`src/sv/bessel_poly_recurrence_eval_top_defines.svh`:
```
// ----------------------------------------------------------------------------
// Bessel polynomial evaluator: assertion macros
// Shared concurrent assertion forms, sampled on clk and disabled in reset.
// ----------------------------------------------------------------------------
`ifndef BESSEL_POLY_RECURRENCE_EVAL_TOP_DEFINES_SVH
`define BESSEL_POLY_RECURRENCE_EVAL_TOP_DEFINES_SVH

// The consequent must hold in the same cycle as the antecedent.
`define BPRE_ASSERT_SAME(lbl, ante, cons, msg) \
  lbl: assert property (@(posedge clk) disable iff (rst) (ante) |-> (cons)) \
    else $error(msg);

// The consequent must hold in the cycle after the antecedent.
`define BPRE_ASSERT_NEXT(lbl, ante, cons, msg) \
  lbl: assert property (@(posedge clk) disable iff (rst) (ante) |=> (cons)) \
    else $error(msg);

`endif

```
`src/sv/bpre_pkg.sv`:
```
// ----------------------------------------------------------------------------
// Bessel polynomial evaluator: package
// Widths, sequencer types, multiply-accumulate control and saturation.
// ----------------------------------------------------------------------------
package bpre_pkg;

  // Value and operand widths.
  localparam int VAL_W  = 64;
  localparam int HALF_W = 32;
  localparam int X_W    = 24;
  localparam int B_W    = 33;
  localparam int PROD_W = 2 * B_W;
  localparam int ACC_W  = 100;
  localparam int Q_SHIFT = 16;

  localparam logic signed [VAL_W-1:0] ONE_Q16  = 64'sd65536;
  localparam logic signed [VAL_W-1:0] VAL_MAX  = {1'b0, {(VAL_W-1){1'b1}}};
  localparam logic signed [VAL_W-1:0] VAL_MIN  = {1'b1, {(VAL_W-1){1'b0}}};
  localparam logic signed [ACC_W-1:0] RND_HALF = ACC_W'(32768);

  // Sequencer states.
  typedef enum logic [2:0] {
    ST_IDLE,
    ST_MUL,
    ST_DRAIN,
    ST_SAT,
    ST_RND,
    ST_ADD
  } state_t;

  // Which product the multiply phase is forming.
  typedef enum logic [1:0] {
    PH_X2,
    PH_SCALE,
    PH_CMUL
  } phase_t;

  // One partial product issued to the shared multiplier.
  typedef struct packed {
    logic valid;
    logic hi;      // upper half of the wide operand, weighted by 2^32
    logic dst_im;  // accumulate into the imaginary accumulator
    logic neg;     // subtract instead of add
    logic clr;     // first term of the accumulator: overwrite
  } mac_op_t;

  typedef struct packed {
    logic signed [VAL_W-1:0] val;
    logic                    ovf;
  } sat_t;

  // Saturate a wide signed value to the 64-bit range.
  function automatic sat_t sat64(input logic signed [ACC_W-1:0] v);
    sat_t r;
    logic [ACC_W-VAL_W:0] hi;
    hi = v[ACC_W-1:VAL_W-1];
    if ((&hi) || !(|hi)) begin
      r.val = v[VAL_W-1:0];
      r.ovf = 1'b0;
    end else begin
      r.val = v[ACC_W-1] ? VAL_MIN : VAL_MAX;
      r.ovf = 1'b1;
    end
    return r;
  endfunction

endpackage

```
`src/sv/bpre_mac.sv`:
```
// ----------------------------------------------------------------------------
// Bessel polynomial evaluator: shared multiply-accumulate unit
// One 33x33 signed multiplier with a product register, feeding two
// accumulators that collect the real and imaginary sums.
// ----------------------------------------------------------------------------
module bpre_mac
  import bpre_pkg::*;
(
  input  logic                    clk,
  input  logic                    rst,
  input  mac_op_t                 op,
  input  logic signed [VAL_W-1:0] a_val,
  input  logic signed [B_W-1:0]   b_val,
  output logic signed [ACC_W-1:0] acc_re,
  output logic signed [ACC_W-1:0] acc_im
);

  logic signed [B_W-1:0]    a_part;
  logic signed [PROD_W-1:0] prod;
  mac_op_t                  tag;
  logic signed [ACC_W-1:0]  addend;
  logic signed [ACC_W-1:0]  term;
  logic signed [ACC_W-1:0]  base;

  // Pick one half of the wide operand: the low half unsigned, the high half signed.
  always_comb begin
    if (op.hi) begin
      a_part = $signed({a_val[VAL_W-1], a_val[VAL_W-1:HALF_W]});
    end else begin
      a_part = $signed({1'b0, a_val[HALF_W-1:0]});
    end
  end

  // Multiplier stage: register the product and its control.
  always_ff @(posedge clk) begin
    if (rst) begin
      tag <= '0;
    end else begin
      tag <= op;
    end
    prod <= a_part * b_val;
  end

  // Weight the product and apply the sign of the term.
  always_comb begin
    addend = ACC_W'(prod);
    if (tag.hi) begin
      addend = addend <<< HALF_W;
    end
    term = tag.neg ? -addend : addend;
    base = tag.dst_im ? acc_im : acc_re;
    if (tag.clr) begin
      base = '0;
    end
  end

  // Accumulator stage.
  always_ff @(posedge clk) begin
    if (tag.valid) begin
      if (tag.dst_im) begin
        acc_im <= base + term;
      end else begin
        acc_re <= base + term;
      end
    end
  end

endmodule

```
`config.mk`:
```
export PLATFORM = sky130hd
export DESIGN_NAME = bpre_mac
export DESIGN_NICKNAME = d
export VERILOG_FILES = /design/src/sv/bessel_poly_recurrence_eval_top_defines.svh /design/src/sv/bpre_pkg.sv /design/src/sv/bpre_mac.sv
export SDC_FILE = /design/constraint.sdc
export NUM_CORES = 2
export LEC_CHECK = 0
export BUFFER_PORTS_ARGS = -buffer_cell sky130_fd_sc_hd__buf_4
export CAP_MARGIN = 40
export CORE_ASPECT_RATIO = 1.4
export CORE_MARGIN = 1.5
export CORE_UTILIZATION = 45
export DETAILED_ROUTE_END_ITERATION = 8
export GPL_ROUTABILITY_DRIVEN = 0
export MAX_ROUTING_LAYER = met4
export PLACE_DENSITY = 0.63
export SYNTH_ARGS = -nofsm -noshare
export SYNTH_HDL_FRONTEND = slang
export SYNTH_SLANG_ARGS = --single-unit
```
`constraint.sdc`:
```
create_clock -name clk -period 24.4 [get_ports clk]
set_input_delay 1.22 -clock clk [delete_from_list [all_inputs] [get_ports clk]]
set_output_delay 1.22 -clock clk [all_outputs]
set_load 0.03 [all_outputs]
```
==> out/metrics.yaml <==
global_routing:
  grt_pass1_wl_mm: 265
  antenna_found_initial: 2
  grt_util_all_layers: 0.271
  grt_pass1_vias: 47400
  grt_max_degree: 74
  grt_overflow_total: 0
critical_path:
  crit_arrival_ns: 10.42
  reg2reg_setup_slack_ns: 16.08
  r2r-end: "acc_im[94]"
  worstPathMaxFanout: 48
  start_kind: "input pin"
  crit_required_ns: 24.91
  worst-path-buf-inv: 4
  crit_end: "prod[62]"
  worst-path-stages: 26
  startpoint: "op[3]"
  r2r_cells: 20
  max_stage_delay_ns: 0.87
  cp_slowest_cell: "fa_1"
  cpMostUsedCell: "fa_1"
  cp_top_family: "adder cells"
  r2r-start: "tag[3]"
  critPathKind: "input pin to flop"
  setup.worst_path.end_class: "flop"
floorplanning:
  rows: 154
  core_area_um2: 126000
  num_io_pins: 304
  initial_core_util: 0.455
  dieArea_um2: 130000
  fp.dieW_um: 305
  dieHeight_um: 426
logic_synthesis:
  syn_area_um2: 57400
  yosys_warnings: 0
  mappedNetlistNets: 7778
  syn_inst: 6211
  synth_edf_count: 200
  ys_types: 83
  synthFlopType: "edfxtp_1"
  ys_async_sr_fraction: 0
  synth.avg_cell_area_um2: 9.25
  synth_seq_cells: 271
  synth_seq_area_share: 0.129
placed_design:
  numPortBuffers: 303
  hpwlAfterDp_mm: 137
layout:
  syn2layout_area_growth_pct: 7.48
  mostFrequentLayoutCells: "1179 x inv_1, 1146 x fa_1, 692 x nand2_1, 540 x and2_1, 331 x buf_4"
  nets: 7818
  seqCellArea_um2: 7440
  multi_input_area_um2: 44300
  nFillCells: 11900
  final_common_cell: "inv_1"
  layout-drive-gt1-share: 0.0735
clocking:
  clkTransAtPathRegs_ns: 0.07
  cts_setup_buffers: 0
  cts_hold_buf: 0
  numCtsBuffers: 25
  cts_buffer_depth: 3
  ctsHtreeMaxLevel: 1
  cts_root_buf: "clkbuf_16"
  cts.sinks: 271
  cts-resized-gates: 0
  clock_latency_ns: 0.59
  cts_tree: "yes"
timing:
  max_freq_mhz: 101
  rsz0062_at_grt: "false"
  slew_headroom: 0.346
  setup_viol: 0
  worstMarginPinSlew_ns: 0.981
  fin_crit_sh: 0.406
  min_period_ns: 9.90
  fin_skew_ns: 0.0482
  final_hold_viol_count: 0
  drv_slew: 0
  setup_tns_ns: 0
route:
  vias_per_cell: 5.53
  drt-initial-drc-count: 2757
  num_vias: 43700
  drtPass1Iterations: 6
  drc_errors: 0
  postRouteAntennaNets: 0
  wire_per_inst_um: 21.4
  wirelength_mm: 169
run:
  maxCapViolCount: 0
outcome:
  status: "finished, final reports clean"
hold_path:
  hold_class: "flop to flop"
==> area by class of cell <==
cell class | count | share of cell area
multi-input cells | 4436 | 0.718
flip-flops and latches | 271 | 0.121
inverters | 1180 | 0.0718
repair buffers | 337 | 0.0424
well taps | 1638 | 0.0332
clock buffers | 28 | 0.0112
clock inverters | 18 | 0.00249
diodes | 2 | 0.0000811
==> kinds of logic (layout without fill, tap and decap cells) <==
logic type	Yosys count	in the layout	synth area share
AO/OA/AOI/OAI	722	722	0.0782
other	0	2	0
adder cells (fa/ha/maj)	1463	1463	0.469
flip-flops	271	271	0.129
buffers and inverters	1504	1563	0.0988
multiplexers	169	169	0.0305
AND/OR/NAND/NOR	1826	1826	0.156
XOR/XNOR	256	256	0.0390
==> Yosys cell counts, types with 40 or more instances <==
cell	instances	share of area
inv_1	1179	0.077
fa_1	1146	0.40
nand2_1	692	0.045
and2_1	541	0.059
ha_1	317	0.069
clkbuf_1	293	0.019
nor2_1	290	0.019
a21oi_1	246	0.021
edfxtp_1	200	0.10
o21ai_0	155	0.014
xnor2_1	135	0.021
mux2i_1	127	0.022
xor2_1	121	0.018
a21o_1	77	0.010
dfxtp_1	71	0.025
nor3_1	55	0.0048
nand4_1	52	0.0057
o21bai_1	51	0.0067
mux2_2	40	0.0078
==> state kept, by name (all words and copies together) (netlist names) <==
signal	cells
acc_im	100
acc_re	100
prod	66
tag	5
==> metal layers <==
metal	vias to the layer above	global-route usage	wire, um
li1	19300	-	-
met2	1724	0.484	87900
met4	0	0.136	10000
met5	-	-	0
met3	474	0.0273	9610
met1	22200	0.300	61700
==> how the worst min path moves through the flow <==
stage	end	slack, ns	startpoint	cells after the start
2_1_floorplan	acc_im[0]	0.72	prod[0]	3
3_3_place_gp	acc_re[0]	0.80	acc_re[0]	3
3_5_place_dp	acc_re[74]	0.67	tag[4]	1
4_1_cts	acc_re[70]	0.68	tag[4]	1
5_1_grt	acc_re[74]	0.70	tag[4]	1
6_report	acc_re[70]	0.67	tag[4]	1
==> per-stage QoR <==
stage	instances	setup WS [ns]	hold WS (ns)	instance area [um2]	util
detailed placement	7862	13.91	0.667	60900	0.482
global placement	7854	14.02	0.798	60700	0.481
finish	7910	14.50	0.674	61700	0.489
CTS	7908	14.52	0.676	61700	0.489
global route	7909	14.07	0.701	61700	0.489
floorplan	6211	14.77	0.720	57400	-
Power is not shown: default switching activity piles up to over one toggle a cycle in this logic, so the estimate is an artifact.
